### src/hw/rtl/char_lcd_4bit_writer_top_assert.svh
// assertion macros shared by the character lcd writer modules
// no dependencies; included by the files that check their own logic
`ifndef CHAR_LCD_4BIT_WRITER_TOP_ASSERT_SVH
`define CHAR_LCD_4BIT_WRITER_TOP_ASSERT_SVH

// same-cycle implication
`define CLCD_ASSERT_NOW(name, clk, rst, ante, cons) \
   name: assert property (@(posedge clk) disable iff (rst) (ante) |-> (cons)) \
      else $error("clcd check failed");

// next-cycle implication
`define CLCD_ASSERT_NEXT(name, clk, rst, ante, cons) \
   name: assert property (@(posedge clk) disable iff (rst) (ante) |=> (cons)) \
      else $error("clcd check failed");

`endif

### src/hw/rtl/clcd_pkg.sv
// shared types, codes and constants of the character lcd writer
// no dependencies
package clcd_pkg;

   localparam int COUNT_WIDTH = 16;
   localparam int CSR_DATA_WIDTH = 16;
   localparam int CSR_INDEX_WIDTH = 3;

   typedef logic [COUNT_WIDTH-1:0] count_type;
   typedef logic [2:0] mode_type;
   typedef logic [CSR_INDEX_WIDTH-1:0] csr_index_type;
   typedef logic [3:0] init_idx_type;

   // request codes
   localparam mode_type MODE_TICK   = 3'd0;
   localparam mode_type MODE_CMD    = 3'd1;
   localparam mode_type MODE_CHAR   = 3'd2;
   localparam mode_type MODE_CURSOR = 3'd3;
   localparam mode_type MODE_INIT   = 3'd4;

   // register indexes
   localparam csr_index_type CSR_ENABLE_TICKS = 3'd0;
   localparam csr_index_type CSR_SHORT_WAIT   = 3'd1;
   localparam csr_index_type CSR_LONG_WAIT    = 3'd2;
   localparam csr_index_type CSR_POWER_UP     = 3'd3;
   localparam csr_index_type CSR_INIT_GAP     = 3'd4;

   // register reset values
   localparam logic [7:0]  RST_ENABLE_TICKS = 8'd1;
   localparam logic [15:0] RST_SHORT_WAIT   = 16'd40;
   localparam logic [15:0] RST_LONG_WAIT    = 16'd2000;
   localparam logic [15:0] RST_POWER_UP     = 16'd15000;
   localparam logic [15:0] RST_INIT_GAP     = 16'd5000;

   // commands that need the long wait
   localparam logic [7:0] CMD_CLEAR = 8'h01;
   localparam logic [7:0] CMD_HOME  = 8'h02;

   localparam logic [3:0] WAKE_NIBBLE  = 4'h3;
   localparam logic [3:0] FUNC_NIBBLE  = 4'h2;
   localparam init_idx_type WAKE_COUNT = 4'd3;
   localparam init_idx_type INIT_CMD_FIRST = 4'd4;
   localparam int INIT_CMD_COUNT = 6;
   localparam init_idx_type INIT_CMD_END = INIT_CMD_FIRST + 4'(INIT_CMD_COUNT);

   localparam logic [31:0] COUNT_MAX32 = 32'((64'd1 << COUNT_WIDTH) - 64'd1);

   typedef struct packed {
      logic [7:0]  enable_ticks;
      logic [15:0] short_wait_ticks;
      logic [15:0] long_wait_ticks;
      logic [15:0] power_up_ticks;
      logic [15:0] init_gap_ticks;
   } cfg_type;

   typedef struct packed {
      mode_type   mode;
      logic [7:0] data_byte;
      logic       row;
      logic [3:0] column;
   } req_item_type;

   typedef struct packed {
      logic       enable_pin;
      logic       select_pin;
      logic [3:0] bus_nibble;
      logic       busy_res;
      logic       accepted;
   } rsp_item_type;

   // power-up command list
   function automatic logic [7:0] init_cmd(input logic [2:0] pos);
      logic [7:0] cmd;
      case (pos)
         3'd0:    cmd = 8'h28;
         3'd1:    cmd = 8'h08;
         3'd2:    cmd = 8'h01;
         3'd3:    cmd = 8'h06;
         3'd4:    cmd = 8'h0C;
         3'd5:    cmd = 8'h02;
         default: cmd = 8'h02;
      endcase
      return cmd;
   endfunction

   // zero counts as one, too-large counts saturate
   function automatic count_type load_count(input logic [15:0] ticks);
      logic [31:0] wide;
      count_type   cnt;
      wide = 32'(ticks);
      if (ticks == 16'd0) begin
         cnt = count_type'(1);
      end else if (wide > COUNT_MAX32) begin
         cnt = '1;
      end else begin
         cnt = count_type'(wide);
      end
      return cnt;
   endfunction

endpackage

### src/hw/rtl/clcd_ifs.sv
// valid/ready channel interfaces of the character lcd writer
// depends on clcd_pkg
interface clcd_req_if import clcd_pkg::*; ();
   logic       valid;
   logic       ready;
   mode_type   mode;
   logic [7:0] data_byte;
   logic       row;
   logic [3:0] column;

   modport source (output valid, output mode, output data_byte, output row,
                   output column, input ready);
   modport sink (input valid, input mode, input data_byte, input row,
                 input column, output ready);
endinterface

interface clcd_rsp_if ();
   logic       valid;
   logic       ready;
   logic       enable_pin;
   logic       select_pin;
   logic [3:0] bus_nibble;
   logic       busy_res;
   logic       accepted;

   modport source (output valid, output enable_pin, output select_pin,
                   output bus_nibble, output busy_res, output accepted, input ready);
   modport sink (input valid, input enable_pin, input select_pin,
                 input bus_nibble, input busy_res, input accepted, output ready);
endinterface

### src/hw/rtl/clcd_ctrl.sv
// sequencer of the lcd bus: phase, tick counter, held byte and pin levels
// depends on clcd_pkg and the assertion macro header
`include "char_lcd_4bit_writer_top_assert.svh"

module clcd_ctrl import clcd_pkg::*; (
   input  logic         clock,
   input  logic         reset,
   input  logic         step_en,
   input  req_item_type req,
   input  cfg_type      cfg,
   output rsp_item_type rsp_next
);

   typedef enum logic [3:0] {
      PH_IDLE       = 4'd0,
      PH_POWER      = 4'd1,
      PH_WAKE_SETUP = 4'd2,
      PH_WAKE_EN    = 4'd3,
      PH_WAKE_GAP   = 4'd4,
      PH_SETUP_HI   = 4'd5,
      PH_EN_HI      = 4'd6,
      PH_SETUP_LO   = 4'd7,
      PH_EN_LO      = 4'd8,
      PH_SHORT      = 4'd9,
      PH_LONG       = 4'd10
   } phase_type;

   phase_type    phase_ff, phase_in;
   count_type    count_ff, count_in, count_dec;
   logic [7:0]   byte_ff, byte_in;
   logic         sel_ff, sel_in;
   init_idx_type idx_ff, idx_in, idx_nxt;
   logic         long_ff, long_in;
   logic         en_ff, en_in;
   logic [3:0]   nib_ff, nib_in;
   logic         acc;
   logic         do_finish;
   logic         st_go;
   logic [7:0]   st_byte;
   logic         st_sel;

   always_comb begin
      phase_in  = phase_ff;
      count_in  = count_ff;
      byte_in   = byte_ff;
      sel_in    = sel_ff;
      idx_in    = idx_ff;
      long_in   = long_ff;
      en_in     = en_ff;
      nib_in    = nib_ff;
      acc       = 1'b0;
      do_finish = 1'b0;
      st_go     = 1'b0;
      st_byte   = 8'h00;
      st_sel    = 1'b0;
      count_dec = count_ff;
      idx_nxt   = idx_ff + 4'd1;

      case (req.mode)
         MODE_TICK: begin
            if (phase_ff != PH_IDLE) begin
               if (count_ff != '0) begin
                  count_dec = count_ff - count_type'(1);
               end
               count_in = count_dec;
               if (count_dec == '0) begin
                  case (phase_ff)
                     PH_POWER: begin
                        idx_in   = '0;
                        nib_in   = WAKE_NIBBLE;
                        phase_in = PH_WAKE_SETUP;
                        count_in = load_count(16'(cfg.enable_ticks));
                     end
                     PH_WAKE_SETUP: begin
                        en_in    = 1'b1;
                        phase_in = PH_WAKE_EN;
                        count_in = load_count(16'(cfg.enable_ticks));
                     end
                     PH_WAKE_EN: begin
                        en_in = 1'b0;
                        if (idx_ff < WAKE_COUNT) begin
                           phase_in = PH_WAKE_GAP;
                           count_in = load_count(cfg.init_gap_ticks);
                        end else begin
                           idx_in  = INIT_CMD_FIRST;
                           st_go   = 1'b1;
                           st_byte = init_cmd(3'd0);
                        end
                     end
                     PH_WAKE_GAP: begin
                        idx_in   = idx_nxt;
                        nib_in   = (idx_nxt < WAKE_COUNT) ? WAKE_NIBBLE : FUNC_NIBBLE;
                        phase_in = PH_WAKE_SETUP;
                        count_in = load_count(16'(cfg.enable_ticks));
                     end
                     PH_SETUP_HI: begin
                        en_in    = 1'b1;
                        phase_in = PH_EN_HI;
                        count_in = load_count(16'(cfg.enable_ticks));
                     end
                     PH_EN_HI: begin
                        en_in    = 1'b0;
                        nib_in   = byte_ff[3:0];
                        phase_in = PH_SETUP_LO;
                        count_in = load_count(16'(cfg.enable_ticks));
                     end
                     PH_SETUP_LO: begin
                        en_in    = 1'b1;
                        phase_in = PH_EN_LO;
                        count_in = load_count(16'(cfg.enable_ticks));
                     end
                     PH_EN_LO: begin
                        en_in    = 1'b0;
                        phase_in = PH_SHORT;
                        count_in = load_count(cfg.short_wait_ticks);
                     end
                     PH_SHORT: begin
                        if (long_ff) begin
                           phase_in = PH_LONG;
                           count_in = load_count(cfg.long_wait_ticks);
                        end else begin
                           do_finish = 1'b1;
                        end
                     end
                     PH_LONG: begin
                        do_finish = 1'b1;
                     end
                     default: begin
                        phase_in = PH_IDLE;
                        count_in = '0;
                     end
                  endcase
               end
            end
         end
         MODE_CMD, MODE_CHAR, MODE_CURSOR, MODE_INIT: begin
            if (phase_ff == PH_IDLE) begin
               acc    = 1'b1;
               idx_in = '0;
               case (req.mode)
                  MODE_CMD: begin
                     st_go   = 1'b1;
                     st_byte = req.data_byte;
                  end
                  MODE_CHAR: begin
                     st_go   = 1'b1;
                     st_byte = req.data_byte;
                     st_sel  = 1'b1;
                  end
                  MODE_CURSOR: begin
                     // set ddram address: row picks 0x00 or 0x40
                     st_go   = 1'b1;
                     st_byte = {1'b1, req.row, 2'b00, req.column};
                  end
                  default: begin
                     sel_in   = 1'b0;
                     en_in    = 1'b0;
                     long_in  = 1'b0;
                     phase_in = PH_POWER;
                     count_in = load_count(cfg.power_up_ticks);
                  end
               endcase
            end
         end
         default: begin
         end
      endcase

      // end of a byte: next init command or back to idle
      if (do_finish) begin
         if (idx_ff >= INIT_CMD_FIRST && idx_nxt < INIT_CMD_END) begin
            idx_in  = idx_nxt;
            st_go   = 1'b1;
            st_byte = init_cmd(3'(idx_nxt - INIT_CMD_FIRST));
         end else begin
            idx_in   = '0;
            phase_in = PH_IDLE;
            count_in = '0;
         end
      end

      if (st_go) begin
         byte_in  = st_byte;
         sel_in   = st_sel;
         long_in  = !st_sel && (st_byte == CMD_CLEAR || st_byte == CMD_HOME);
         en_in    = 1'b0;
         nib_in   = st_byte[7:4];
         phase_in = PH_SETUP_HI;
         count_in = load_count(16'(cfg.enable_ticks));
      end
   end

   always_ff @(posedge clock) begin
      if (reset) begin
         phase_ff <= PH_IDLE;
         count_ff <= '0;
         byte_ff  <= 8'h00;
         sel_ff   <= 1'b0;
         idx_ff   <= '0;
         long_ff  <= 1'b0;
         en_ff    <= 1'b0;
         nib_ff   <= 4'h0;
      end else if (step_en) begin
         phase_ff <= phase_in;
         count_ff <= count_in;
         byte_ff  <= byte_in;
         sel_ff   <= sel_in;
         idx_ff   <= idx_in;
         long_ff  <= long_in;
         en_ff    <= en_in;
         nib_ff   <= nib_in;
      end
   end

   always_comb begin
      rsp_next.enable_pin = en_in;
      rsp_next.select_pin = sel_in;
      rsp_next.bus_nibble = nib_in;
      rsp_next.busy_res   = (phase_in != PH_IDLE);
      rsp_next.accepted   = acc;
   end

   `CLCD_ASSERT_NOW(a_idle_count_zero, clock, reset, phase_ff == PH_IDLE, count_ff == '0)
   `CLCD_ASSERT_NOW(a_busy_count_live, clock, reset, phase_ff != PH_IDLE, count_ff != '0)
   `CLCD_ASSERT_NOW(a_init_idx_range, clock, reset, 1'b1, idx_ff < INIT_CMD_END)

endmodule

### src/hw/rtl/clcd_out_buf.sv
// two-entry result buffer: output register plus skid register
// depends on clcd_pkg and the assertion macro header
`include "char_lcd_4bit_writer_top_assert.svh"

module clcd_out_buf import clcd_pkg::*; (
   input  logic         clock,
   input  logic         reset,
   input  logic         in_valid,
   input  rsp_item_type in_item,
   output logic         in_ready,
   output logic         out_valid,
   output rsp_item_type out_item,
   input  logic         out_ready
);

   logic         main_valid_ff, main_valid_in;
   logic         skid_valid_ff, skid_valid_in;
   rsp_item_type main_ff, main_in;
   rsp_item_type skid_ff, skid_in;

   assign in_ready  = !skid_valid_ff;
   assign out_valid = main_valid_ff;
   assign out_item  = main_ff;

   always_comb begin
      main_valid_in = main_valid_ff;
      skid_valid_in = skid_valid_ff;
      main_in       = main_ff;
      skid_in       = skid_ff;
      if (!main_valid_ff || out_ready) begin
         if (skid_valid_ff) begin
            main_in       = skid_ff;
            main_valid_in = 1'b1;
            skid_valid_in = 1'b0;
         end else begin
            main_in       = in_item;
            main_valid_in = in_valid;
         end
      end else if (in_valid) begin
         // output stalled: park the transfer in the skid register
         skid_in       = in_item;
         skid_valid_in = 1'b1;
      end
   end

   always_ff @(posedge clock) begin
      if (reset) begin
         main_valid_ff <= 1'b0;
         skid_valid_ff <= 1'b0;
      end else begin
         main_valid_ff <= main_valid_in;
         skid_valid_ff <= skid_valid_in;
      end
      main_ff <= main_in;
      skid_ff <= skid_in;
   end

   `CLCD_ASSERT_NOW(a_skid_needs_main, clock, reset, skid_valid_ff, main_valid_ff)
   `CLCD_ASSERT_NEXT(a_stall_fills_skid, clock, reset,
                     main_valid_ff && !out_ready && in_valid, skid_valid_ff)
   `CLCD_ASSERT_NEXT(a_skid_drains, clock, reset,
                     skid_valid_ff && out_ready, main_valid_ff && !skid_valid_ff)

endmodule

### src/hw/rtl/char_lcd_4bit_writer_top.sv
// each input transfer's result is registered in the buffer's main or skid register
// throughput: one tick or request per cycle while the result buffer has room
// a two-entry result buffer keeps input transfers flowing by parking one in its skid
// reset: synchronous, active high; clears the sequencer to idle with pins low and
// loads the default tick counts into the configuration registers
module char_lcd_4bit_writer_top import clcd_pkg::*; (
   input  logic                       clock,
   input  logic                       reset,
   clcd_req_if.sink                   req,
   clcd_rsp_if.source                 rsp,
   input  logic                       csr_write_enable,
   input  csr_index_type              csr_index,
   input  logic [CSR_DATA_WIDTH-1:0]  csr_write_data
);

   cfg_type      cfg_ff;
   req_item_type req_item;
   rsp_item_type rsp_next;
   rsp_item_type rsp_item;
   logic         req_accept;
   logic         buf_ready;

   always_ff @(posedge clock) begin
      if (reset) begin
         cfg_ff.enable_ticks     <= RST_ENABLE_TICKS;
         cfg_ff.short_wait_ticks <= RST_SHORT_WAIT;
         cfg_ff.long_wait_ticks  <= RST_LONG_WAIT;
         cfg_ff.power_up_ticks   <= RST_POWER_UP;
         cfg_ff.init_gap_ticks   <= RST_INIT_GAP;
      end else if (csr_write_enable) begin
         case (csr_index)
            CSR_ENABLE_TICKS: cfg_ff.enable_ticks     <= csr_write_data[7:0];
            CSR_SHORT_WAIT:   cfg_ff.short_wait_ticks <= csr_write_data;
            CSR_LONG_WAIT:    cfg_ff.long_wait_ticks  <= csr_write_data;
            CSR_POWER_UP:     cfg_ff.power_up_ticks   <= csr_write_data;
            CSR_INIT_GAP:     cfg_ff.init_gap_ticks   <= csr_write_data;
            default: begin
            end
         endcase
      end
   end

   assign req.ready  = buf_ready;
   assign req_accept = req.valid && buf_ready;

   always_comb begin
      req_item.mode      = req.mode;
      req_item.data_byte = req.data_byte;
      req_item.row       = req.row;
      req_item.column    = req.column;
   end

   clcd_ctrl u_ctrl (
      .clock    (clock),
      .reset    (reset),
      .step_en  (req_accept),
      .req      (req_item),
      .cfg      (cfg_ff),
      .rsp_next (rsp_next)
   );

   clcd_out_buf u_out_buf (
      .clock     (clock),
      .reset     (reset),
      .in_valid  (req_accept),
      .in_item   (rsp_next),
      .in_ready  (buf_ready),
      .out_valid (rsp.valid),
      .out_item  (rsp_item),
      .out_ready (rsp.ready)
   );

   assign rsp.enable_pin = rsp_item.enable_pin;
   assign rsp.select_pin = rsp_item.select_pin;
   assign rsp.bus_nibble = rsp_item.bus_nibble;
   assign rsp.busy_res   = rsp_item.busy_res;
   assign rsp.accepted   = rsp_item.accepted;

endmodule
### src/flat_wrapper.sv
// flat-port wrapper written by rule: the top's interface ports become plain ports
module char_lcd_4bit_writer_top_flat import clcd_pkg::*;
  (clock, reset, csr_write_enable, csr_index, csr_write_data, req_valid, req_mode, req_data_byte, req_row, req_column, req_ready, rsp_valid, rsp_enable_pin, rsp_select_pin, rsp_bus_nibble, rsp_busy_res, rsp_accepted, rsp_ready);
  clcd_req_if req_i ();
  clcd_rsp_if rsp_i ();
  input  logic clock;
  input  logic reset;
  input  logic csr_write_enable;
  input  csr_index_type csr_index;
  input  logic [CSR_DATA_WIDTH-1:0] csr_write_data;
  input wire logic [$bits(req_i.valid)-1:0] req_valid;
  input wire logic [$bits(req_i.mode)-1:0] req_mode;
  input wire logic [$bits(req_i.data_byte)-1:0] req_data_byte;
  input wire logic [$bits(req_i.row)-1:0] req_row;
  input wire logic [$bits(req_i.column)-1:0] req_column;
  output wire logic [$bits(req_i.ready)-1:0] req_ready;
  output wire logic [$bits(rsp_i.valid)-1:0] rsp_valid;
  output wire logic [$bits(rsp_i.enable_pin)-1:0] rsp_enable_pin;
  output wire logic [$bits(rsp_i.select_pin)-1:0] rsp_select_pin;
  output wire logic [$bits(rsp_i.bus_nibble)-1:0] rsp_bus_nibble;
  output wire logic [$bits(rsp_i.busy_res)-1:0] rsp_busy_res;
  output wire logic [$bits(rsp_i.accepted)-1:0] rsp_accepted;
  input wire logic [$bits(rsp_i.ready)-1:0] rsp_ready;
  assign req_i.valid = req_valid;
  assign req_i.mode = req_mode;
  assign req_i.data_byte = req_data_byte;
  assign req_i.row = req_row;
  assign req_i.column = req_column;
  assign req_ready = req_i.ready;
  assign rsp_valid = rsp_i.valid;
  assign rsp_enable_pin = rsp_i.enable_pin;
  assign rsp_select_pin = rsp_i.select_pin;
  assign rsp_bus_nibble = rsp_i.bus_nibble;
  assign rsp_busy_res = rsp_i.busy_res;
  assign rsp_accepted = rsp_i.accepted;
  assign rsp_i.ready = rsp_ready;
  char_lcd_4bit_writer_top u_core (.clock(clock), .reset(reset), .req(req_i), .rsp(rsp_i), .csr_write_enable(csr_write_enable), .csr_index(csr_index), .csr_write_data(csr_write_data));
endmodule
### config.mk
export PLATFORM = sky130hd
export DESIGN_NAME = char_lcd_4bit_writer_top_flat
export DESIGN_NICKNAME = d
export VERILOG_FILES = /design/src/hw/rtl/clcd_pkg.sv /design/src/hw/rtl/clcd_ifs.sv /design/src/hw/rtl/clcd_ctrl.sv /design/src/hw/rtl/clcd_out_buf.sv /design/src/hw/rtl/char_lcd_4bit_writer_top.sv /design/src/flat_wrapper.sv
export VERILOG_INCLUDE_DIRS = /design/src /design/src/hw/rtl
export SDC_FILE = /design/constraint.sdc
export NUM_CORES = 1
export LEC_CHECK = 0
export BUFFER_PORTS_ARGS = -buffer_cell sky130_fd_sc_hd__buf_2
export CORE_MARGIN = 2
export CORE_UTILIZATION = 35
export CTS_CLUSTER_SIZE = 20
export DETAILED_ROUTE_END_ITERATION = 6
export SKIP_CTS_REPAIR_TIMING = 1
export SYNTH_ARGS = -nofsm -noshare
export SYNTH_HDL_FRONTEND = slang
export SYNTH_SLANG_ARGS = --single-unit
### constraint.sdc
create_clock -name clock -period 5.9 [get_ports clock]
set_input_delay 0.885 -clock clock [delete_from_list [all_inputs] [get_ports clock]]
set_output_delay 0.885 -clock clock [all_outputs]
set_load 0.01 [all_outputs]
== Word-level counts from Yosys, hierarchy flattened ==
Cells that the tools add are included.
Cells by class
  $add $sub $neg: 3
  $lt $le $gt $ge: 4
  equality and inequality tests: 30
  multiplexer cells: 90
  bitwise logic cells: 1
  reductions and logical operators: 41
Operator list (number)
  16-bit two-way mux: 16
  16-bit zero test: 5
  16-bit case mux with 5 select lines: 1
  4-bit two-way mux: 19
  8-bit two-way mux: 5
  4-bit case mux with 9 select lines: 1
  1-bit two-way mux: 32
  16-bit case mux with 2 select lines: 1
  8-bit case mux with 2 select lines: 2
  6-bit case mux with 5 select lines: 1
  6-bit two-way mux: 4
  4-bit case mux with 3 select lines: 2
  3-bit by 2-bit == test with 1-bit output, second input constant: 6
  4-bit by 3-bit == test with 1-bit output, second input constant: 4
  4-bit case mux with 2 select lines: 2
  16-bit nonzero test: 1
  16-bit by 1-bit subtractor with 16-bit output, second input constant: 1
  2-bit AND reduction: 7
  4-bit == test, second input constant: 3
  3-bit by 1-bit == test with 1-bit output, second input constant: 3
  3-bit == test, second input constant: 3
  3-bit zero test: 3
  3-bit inequality test, second input constant: 3
  3-bit OR reduction: 3
  other kinds (27): 41
Word-level totals
  flip-flop bits (word level): 125
  bits of input ports: 40
  output and inout port bits: 10

== Longest topological paths before layout ==
Gate-level depths: netlist of run 1.
  word-level depth: 14
  depth in mapped cells: 13

== Cells and area by module ==
From an unflattened synthesis of run 1, not the netlist that was laid out.
Second synthesis, totals
  cell total of the unflattened synthesis: 871
  area total of the unflattened synthesis: 7458.4 um^2
By module, submodules not included
  clcd_ctrl: times used 1, cells an instance 564, area an instance 3890.0 um^2, seq. area each 700.7 um^2
  char_lcd_4bit_writer_top: times used 1, cells an instance 273, area an instance 2885.3 um^2, seq. area each 1441.4 um^2
  clcd_out_buf: times used 1, cells an instance 34, area an instance 683.2 um^2, seq. area each 520.5 um^2

== Worst setup path after synthesis of run 1 ==
OpenSTA, ideal clock, no wires.
  kind: reg-to-reg
  start point: reg u_core.u_ctrl.count_ff[0]
  end point: reg u_core.u_out_buf.main_ff, in the netlist u_core.u_out_buf.out_item[3], data pin
  library setup time: 0.260 ns
  arrival time: 3.065 ns
  required time: 5.640 ns
  slack: 2.576 ns
  stages on the path, launching flop included: 13
  path through: dfxtp_1 > buf_2 > inv_1 > ha_1 > or3b_2 > nor3_1 > mux2i_1 > nand3_1 > or4b_4 > buf_6 > nor4_2 > o31ai_2 > mux2_2
RTL lines
  from (decl): line clcd_ctrl.sv:29  | count_type count_ff, count_in, count_dec;
  from (signal assigned): line clcd_ctrl.sv:205  | count_ff <= count_in;
  to (signal assigned): line clcd_out_buf.sv:54  | main_ff <= main_in;
  to (decl): line clcd_out_buf.sv:18  | rsp_item_type main_ff, main_in;

== Final worst setup path of run 1 ==
  start point: reg u_core.u_ctrl.count_ff[1]
  end point: reg u_core.u_ctrl.count_ff[12]
On the way
  cells in the longest elaborated chain, start to end: 12
  elaborated cells on any way between the ends: 23
  classes of those cells: 1 x add/sub; 20 x mux; 2 x reduce/logical
Ends and longest elaborated chain
  16-bit by 1-bit subtractor with 16-bit output / 16-bit nonzero test (equally long branches): line clcd_ctrl.sv:63, clcd_ctrl.sv:62
  16-bit two-way mux *: line clcd_ctrl.sv:62  | if (count_ff != '0) begin
  16-bit two-way mux *: line clcd_ctrl.sv:61  | if (phase_ff != PH_IDLE) begin
  16-bit two-way mux *: line clcd_ctrl.sv:59  | case (req.mode)
  16-bit two-way mux (on tied branches): line clcd_ctrl.sv:118, clcd_ctrl.sv:81
  16-bit case mux with 5 select lines: line clcd_ctrl.sv:67  | case (phase_ff)
  16-bit two-way mux: line clcd_ctrl.sv:66  | if (count_dec == '0) begin
  16-bit two-way mux: line clcd_ctrl.sv:61
  16-bit case mux with 2 select lines: line clcd_ctrl.sv:59
  16-bit two-way mux: line clcd_ctrl.sv:171  | if (idx_ff >= INIT_CMD_FIRST && idx_nxt < INIT_CMD_END) begin
  16-bit two-way mux: line clcd_ctrl.sv:170  | if (do_finish) begin
  16-bit two-way mux *: line clcd_ctrl.sv:182  | if (st_go) begin
Every way passes the cells marked *; elsewhere a longest branch is shown, timed or not. The select of a mux whose other input is x is not followed.
A chain may end at the register's enable or synchronous reset.

==> results of run 1 <==
[registers in the layout, summed over array words and instances, names as in the netlist, 4 cells and up]
name	cells
u_core.u_out_buf.out_item	8
u_core.u_ctrl.nib_ff	4
u_core.u_out_buf.skid_ff	8
u_core.u_ctrl.phase_ff	4
u_core.u_ctrl.count_ff	16
u_core.u_ctrl.idx_ff	4
u_core.u_ctrl.byte_ff	4
u_core.cfg_ff	72
[stage by stage]
| stage | hold WS, ns | util, % | cells | setup WS (ns) | area (sq um) |
|---|---|---|---|---|---|
| after CTS | 0.4645 | 40.16 | 1265 | 1.985 | 8389 |
| after global routing | 0.4729 | 40.16 | 1265 | 1.666 | 8389 |
| after global placement | 0.4533 | 37.11 | 1233 | 1.868 | 7752 |
| after detailed placement | 0.4561 | 37.11 | 1233 | 1.768 | 7752 |
| after floorplan | 0.4363 | - | 969 | 2.576 | 7385 |
| final | 0.4662 | 40.16 | 1265 | 1.885 | 8389 |
[cell families after synthesis]
kind of cell	synth area share [%]
AND/OR/NAND/NOR	30.07
AO/OA/AOI/OAI	23.42
flip-flops	36.06
buffers and inverters	4.558
multiplexers	3.185
XOR/XNOR	1.389
adder cells (fa/ha/maj)	1.322
[metal layers]
metal / part of all wire (%) / wire length, microns / up-vias / global-route usage (%)
li1: - / - / 3539 / -
met1: 47 / 11670 / 3523 / 32.67
met4: 1.7 / 431 / 0 / 6.286
met5: 0 / 0 / - / 0
met3: 7.2 / 1812 / 41 / 4.587
met2: 45 / 11180 / 298 / 35.05
[cell usage after synthesis (3+ instances only)]
cell type	count
nand2b_1	3
o21a_1	4
nor3_1	25
a222oi_1	9
mux2i_1	10
and3_1	6
or3_1	4
or2_2	7
a211oi_1	5
clkbuf_1	55
xor2_1	4
a221oi_1	4
o22ai_1	6
nand2_1	203
nor4_1	25
a32oi_1	3
o21ai_0	46
a21oi_1	95
a22o_1	10
a31oi_1	13
edfxtp_1	16
a22oi_1	13
nor2b_1	14
ha_1	7
o21ai_1	9
buf_2	8
or4_1	3
a31o_2	3
nand4_1	10
o211ai_1	11
mux2_2	12
and4_1	7
xnor2_1	4
dfxtp_1	109
o31ai_1	6
nor3b_1	3
inv_1	14
nor2_1	76
and2_1	3
nand3_1	43
[final cells by class]
cell class / count / area (sq um) / share of cell area [%]
clock buffer: 17 / 425.4 / 5.071
tap: 275 / 344.1 / 4.101
multi-input combinational: 762 / 4392 / 52.35
timing repair buffer: 56 / 297.8 / 3.550
clock inverter: 15 / 211.5 / 2.521
inverter: 15 / 56.30 / 0.6711
sequential: 125 / 2663 / 31.74
[report_power, final]
| group | switching, mW | internal [mW] |
|---|---|---|
| Sequential | 0.0373 | 0.897 |
| Combinational | 0.271 | 0.141 |
| Clock | 0.431 | 0.714 |
[how the worst max path moves through the flow]
stage                                           start                                 endpoint  slack [ns]  cells after the start
3_3_place_gp                              req_mode[0]   u_core.u_out_buf.out_item[3]$_DFFE_PP_        1.87                      8
4_1_cts        u_core.u_ctrl.count_ff[0]$_SDFFE_PP0P_       u_core.u_ctrl.long_ff$_SDFFE_PP0P_        1.99                     12
5_1_grt        u_core.u_ctrl.count_ff[1]$_SDFFE_PP0P_  u_core.u_ctrl.count_ff[12]$_SDFFE_PP0P_        1.67                     11
3_5_place_dp                              req_mode[0]   u_core.u_out_buf.out_item[3]$_DFFE_PP_        1.77                      8
2_1_floorplan  u_core.u_ctrl.count_ff[0]$_SDFFE_PP0P_   u_core.u_out_buf.out_item[3]$_DFFE_PP_        2.58                     12
6_report       u_core.u_ctrl.count_ff[1]$_SDFFE_PP0P_  u_core.u_ctrl.count_ff[12]$_SDFFE_PP0P_        1.88                     11
[worst reg2reg max path, cell delays in order (launching register included)]
cell and delay, ns:
dfxtp_1 0.35, inv_1 0.15, ha_1 0.21, nor3b_1 0.66, nand4_1 0.20, mux2i_1 0.32
nand4_2 0.32, nor3_4 0.42, nand3_1 0.53, o211ai_1 0.34, o211ai_1 0.12, a311oi_1 0.28
==> impl_metrics.tcl, run 1 <==
set metrics [dict create \
    status "finished, final reports clean" \
    row_count 53 \
    dp_hpwl_microns 17840 \
    antenna_found_initial 0 \
    cp_slowest_cell "nor3b_1" \
    hold_viol 0 \
    mostFrequentLayoutCells "nand2_1 (203), dfxtp_1 (109), a21oi_1 (95), nor2_1 (76), buf_2 (49)" \
    critPathTopFamily "simple AND/OR/NAND/NOR gates" \
    die-width_microns 149.3 \
    vias_per_cell 5.851 \
    timing.rr.end "u_core.u_ctrl.count_ff[12]$_SDFFE_PP0P_" \
    fin_total_pwr_mw 2.491 \
    p_leak_nw 3.043 \
    setup_violations 0 \
    initial_utilization_pct 35.35 \
    synth_area_sq_um 7385 \
    worstSetupStartpointType "flip-flop" \
    area_growth_pct 13.61 \
    fp.dieArea_sq_um 22280 \
    synth_edf_count 16 \
    cp.required_ns 6.23 \
    max_slew_margin_pct 19.76 \
    clock-sinks 125 \
    clockRootBuffer "clkbuf_16" \
    fill_cells 2177 \
    synthDistinctLibCells 86 \
    rsz0062_at_grt "false" \
    routed-via-count 7401 \
    min_path_cells 2 \
    yosys.area.top_type "dfxtp_1" \
    slew_viol_final 0 \
    postSynthNetCount 1016 \
    crit_path_frequent_cell "o211ai_1" \
    cts_buffer_depth 2 \
    postRouteAntennaNets 0 \
    num_io_pins 50 \
    worst_pin_slew_ns 1.199 \
    port_buffers 49 \
    synth-seq-cells 125 \
    cts.htree.levels 4 \
    final.period_utilization_pct 68.06 \
    reg2regPathDepth 11 \
    drv_cap 0 \
    grt_usage_pct 22.87 \
    final_common_cell "nand2_1" \
    ir_worst_vdd_mv 0.2074 \
    worstPathMaxFanout 11 \
    cp-end-kind "flip-flop" \
    p_per_area_nw_per_um2 297.0 \
    yosysSeqAreaShare_pct 36.06 \
    drc_errors 0 \
    core-area_sq_um 20890 \
    layout-drive-gt1-share_pct 14.14 \
    synth_top_area_share_pct 29.55 \
    skew_ns 0.01640 \
    finalCriticalPeriod_ns 4.015 \
    diodes 0 \
    tritoncts "built" \
    drt_first_pass_iters 7 \
    cp.buffers_inverters 1 \
    synth.area.top_cells "dfxtp_1 (30%), nand2_1 (10%), edfxtp_1 (6.5%)" \
    gr-total-overflow 0 \
    r2r-start "u_core.u_ctrl.count_ff[1]$_SDFFE_PP0P_" \
    arrival_ns 4.35 \
    grt_max_degree 76 \
    detail_route.wl_per_cell_microns 19.84 \
    numCtsBuffers 17 \
    syn_avg_cell_area_sq_um 7.621 \
    hold_class "flip-flop to flip-flop" \
    holdPathEnd "u_core.u_ctrl.sel_ff$_SDFFE_PP0P_" \
    min_from "u_core.u_ctrl.sel_ff$_SDFFE_PP0P_" \
    drt-initial-drc-count 867 \
    clkLatencyLatePin_ns 0.43 \
    tns_ns 0 \
    syn_inst 969 \
    reg2reg_slack_ns 1.88 \
    cp_cell_sequence "inv_1 -> ha_1 -> nor3b_1 -> nand4_1 -> mux2i_1 -> nand4_2 -> nor3_4 -> nand3_1 -> o211ai_1 -> o211ai_1 -> a311oi_1" \
    fmax_mhz 249.0 \
    grt_pass1_wl_microns 39450 \
    synth_warnings 0 \
    max_stage_delay_ns 0.66 \
    totalWireLength_microns 25090 \
    die_height_microns 149.3 \
    gp_congestion 1.010 \
    synth_top_flop_cell "dfxtp_1" \
    finalNetCount 1024 \
    synthArstFlopShare_pct 0 \
    timing_worst_setup_path_type "flip-flop to flip-flop" \
    path_clk_slew_ns 0.07 \
    grt_pass1_vias 6827 \
]
Power figures use the tool's default switching activity.
==> inputs of run 2 (changes only) <==
Clock period 5.9 ns to 3.84 ns, I/O delays scaled along.
==> run 2 against run 1 <==
Compared with the run above:
- combinational power is 61% higher
- sequential power is 53% higher
- cell area is 2.2% higher
- maximum frequency is 10% higher
- cell count is 2.2% higher
- core utilization is 0.89 points higher
- register-to-register slack worse by 1.7 ns
- wire length is 1.5% lower
- power is 50% higher
- global-route usage is 0.075 points lower
- critical path type unchanged
==> impl_metrics.tcl, run 2 (synthesis gave the netlist of run 1 again) <==
set metrics [dict create \
    status "finished, final reports clean" \
    worst_pin_slew_ns 0.8814 \
    fp.dieArea_sq_um 22280 \
    largest_register_ffs 72 \
    drc_errors 0 \
    timing_worst_setup_path_type "flip-flop to flip-flop" \
    max_stage_delay_ns 0.50 \
    clock-sinks 125 \
    mostFrequentLayoutCells "nand2_1 (203), dfxtp_1 (109), a21oi_1 (95), nor2_1 (76), buf_2 (49)" \
    drt-initial-drc-count 745 \
    grt_usage_pct 22.80 \
    cp_cell_sequence "inv_1 -> ha_1 -> or3b_2 -> nor3_1 -> mux2i_1 -> nand3_1 -> nor4b_4 -> buf_4 -> nand4_1 -> a22oi_2 -> o22ai_2 -> mux2_2" \
    drt_first_pass_iters 6 \
    hold_class "primary input to flip-flop" \
    clockRootBuffer "clkbuf_16" \
    final.period_utilization_pct 94.91 \
    die-width_microns 149.3 \
    grt_pass1_vias 6934 \
    p_per_area_nw_per_um2 435.0 \
    max_slew_margin_pct 41.24 \
    hold_viol 0 \
    num_io_pins 50 \
    numCtsBuffers 17 \
    die_height_microns 149.3 \
    final_common_cell "nand2_1" \
    drv_cap 0 \
    setup_violations 0 \
    swShare_pct 29.33 \
    fin_util_pct 41.05 \
    routed-via-count 7428 \
    finalCriticalPeriod_ns 3.644 \
    totalWireLength_microns 24720 \
    path_clk_slew_ns 0.06 \
    gr-total-overflow 0 \
    fmax_mhz 274.4 \
    grt_pass1_wl_microns 39660 \
    largest-register "u_core.cfg_ff" \
    postRouteAntennaNets 0 \
    cp-end-kind "flip-flop" \
    vias_per_cell 5.745 \
    p_leak_nw 3.172 \
    cp.required_ns 4.02 \
    whs_ns 0.4269 \
    antenna_found_initial 0 \
    seq_power_share_pct 38.3 \
    cts.htree.levels 4 \
    grt_max_degree 75 \
    worstSetupStartpointType "flip-flop" \
    gp_congestion 0.9533 \
    fin_total_pwr_mw 3.730 \
    switchingPower_mw 1.094 \
    clkPwrFrac_pct 43.9 \
    cts_buffer_depth 2 \
    p_comb_share_pct 17.8 \
    cp_slowest_cell "or3b_2" \
    tritoncts "built" \
    ir_worst_vdd_mv 0.3145 \
    row_count 53 \
    rsz0062_at_grt "false" \
    detail_route.wl_per_cell_microns 19.12 \
    p_int_mw 2.636 \
    area_growth_pct 16.11 \
    finalNetCount 1053 \
    layout-drive-gt1-share_pct 16.50 \
    port_buffers 49 \
    core-area_sq_um 20890 \
    slew_viol_final 0 \
    worstPathMaxFanout 6 \
    reg_top3 "u_core.cfg_ff x72, u_core.u_ctrl.count_ff x16" \
    skew_ns 0.01236 \
    tns_ns 0 \
    initial_utilization_pct 35.35 \
    clkLatencyLatePin_ns 0.43 \
    dp_hpwl_microns 18080 \
    diodes 0 \
    arrival_ns 3.82 \
]
[run 2: changes by cell type in the layout (fill, tap and decap cells not counted), sizes merged]
cell / previous run / this run
buf: 56 / 85
bufinv: 4 / 2
clkbuf: 17 / 20
clkinv: 6 / 5
inv: 19 / 18
[run 2: area by class of cell]
type | count | area [sq um]
clock buffers | 20 | 467.9
multi-input cells | 762 | 4397
inverters | 15 | 56.30
fillers | 2199 | 12310
repair buffers | 85 | 515.5
well taps | 275 | 344.1
clock inverters | 11 | 131.4
flip-flops and latches | 125 | 2663
[run 2: power groups by stage]
stage	registers, mW	clock network [mW]	logic, mW
4_1_cts	1.43	1.66	0.651
3_5_place_dp	1.46	0	0.647
6_report	1.43	1.64	0.663
5_1_grt	1.43	1.72	0.724
2_1_floorplan	1.43	0	0.453
3_3_place_gp	1.46	0	0.648
[run 2: path summary, 6_finish.rpt]
check	from	end	slack, ns	cells after the start
hold reg to reg	u_core.u_ctrl.sel_ff$_SDFFE_PP0P_	u_core.u_ctrl.sel_ff$_SDFFE_PP0P_	0.46	2
hold / removal	csr_write_data[12]	u_core.cfg_ff[12]$_SDFFE_PP1P_	0.43	3
setup reg to reg	u_core.u_ctrl.count_ff[1]$_SDFFE_PP0P_	u_core.u_out_buf.out_item[4]$_DFFE_PP_	0.20	12
setup / recovery	u_core.u_ctrl.count_ff[1]$_SDFFE_PP0P_	u_core.u_out_buf.out_item[4]$_DFFE_PP_	0.20	12
[run 2: through the flow]
stage          std cells  cell area [sq um]  setup WS, ns
2_1_floorplan        969               7385        0.5156
3_3_place_gp        1261               7963        0.2692
3_5_place_dp        1261               7963        0.2036
4_1_cts             1292               8562        0.2017
5_1_grt             1293               8574       0.01061
6_report            1293               8574        0.1956
[run 2: worst max-delay path, delay by kind of cell (launching register included)]
family / cells / cell delay, ns
and+or+nand+nor: 5 / 1.52
DFF: 1 / 0.35
adders and majority gates: 1 / 0.22
AOI/OAI and AO/OA: 2 / 0.38
muxes: 2 / 0.55
buffers and inverters: 2 / 0.38
[run 2: routing by layer]
metal  vias to the layer above  share of wire, %  global-route usage, %
li1                       3600                 -                      -
met1                      3461                46                  32.33
met3                        47               7.6                  4.924
met4                         0               2.5                  7.381
met2                       320                44                  34.42
met5                         -                 0                      0
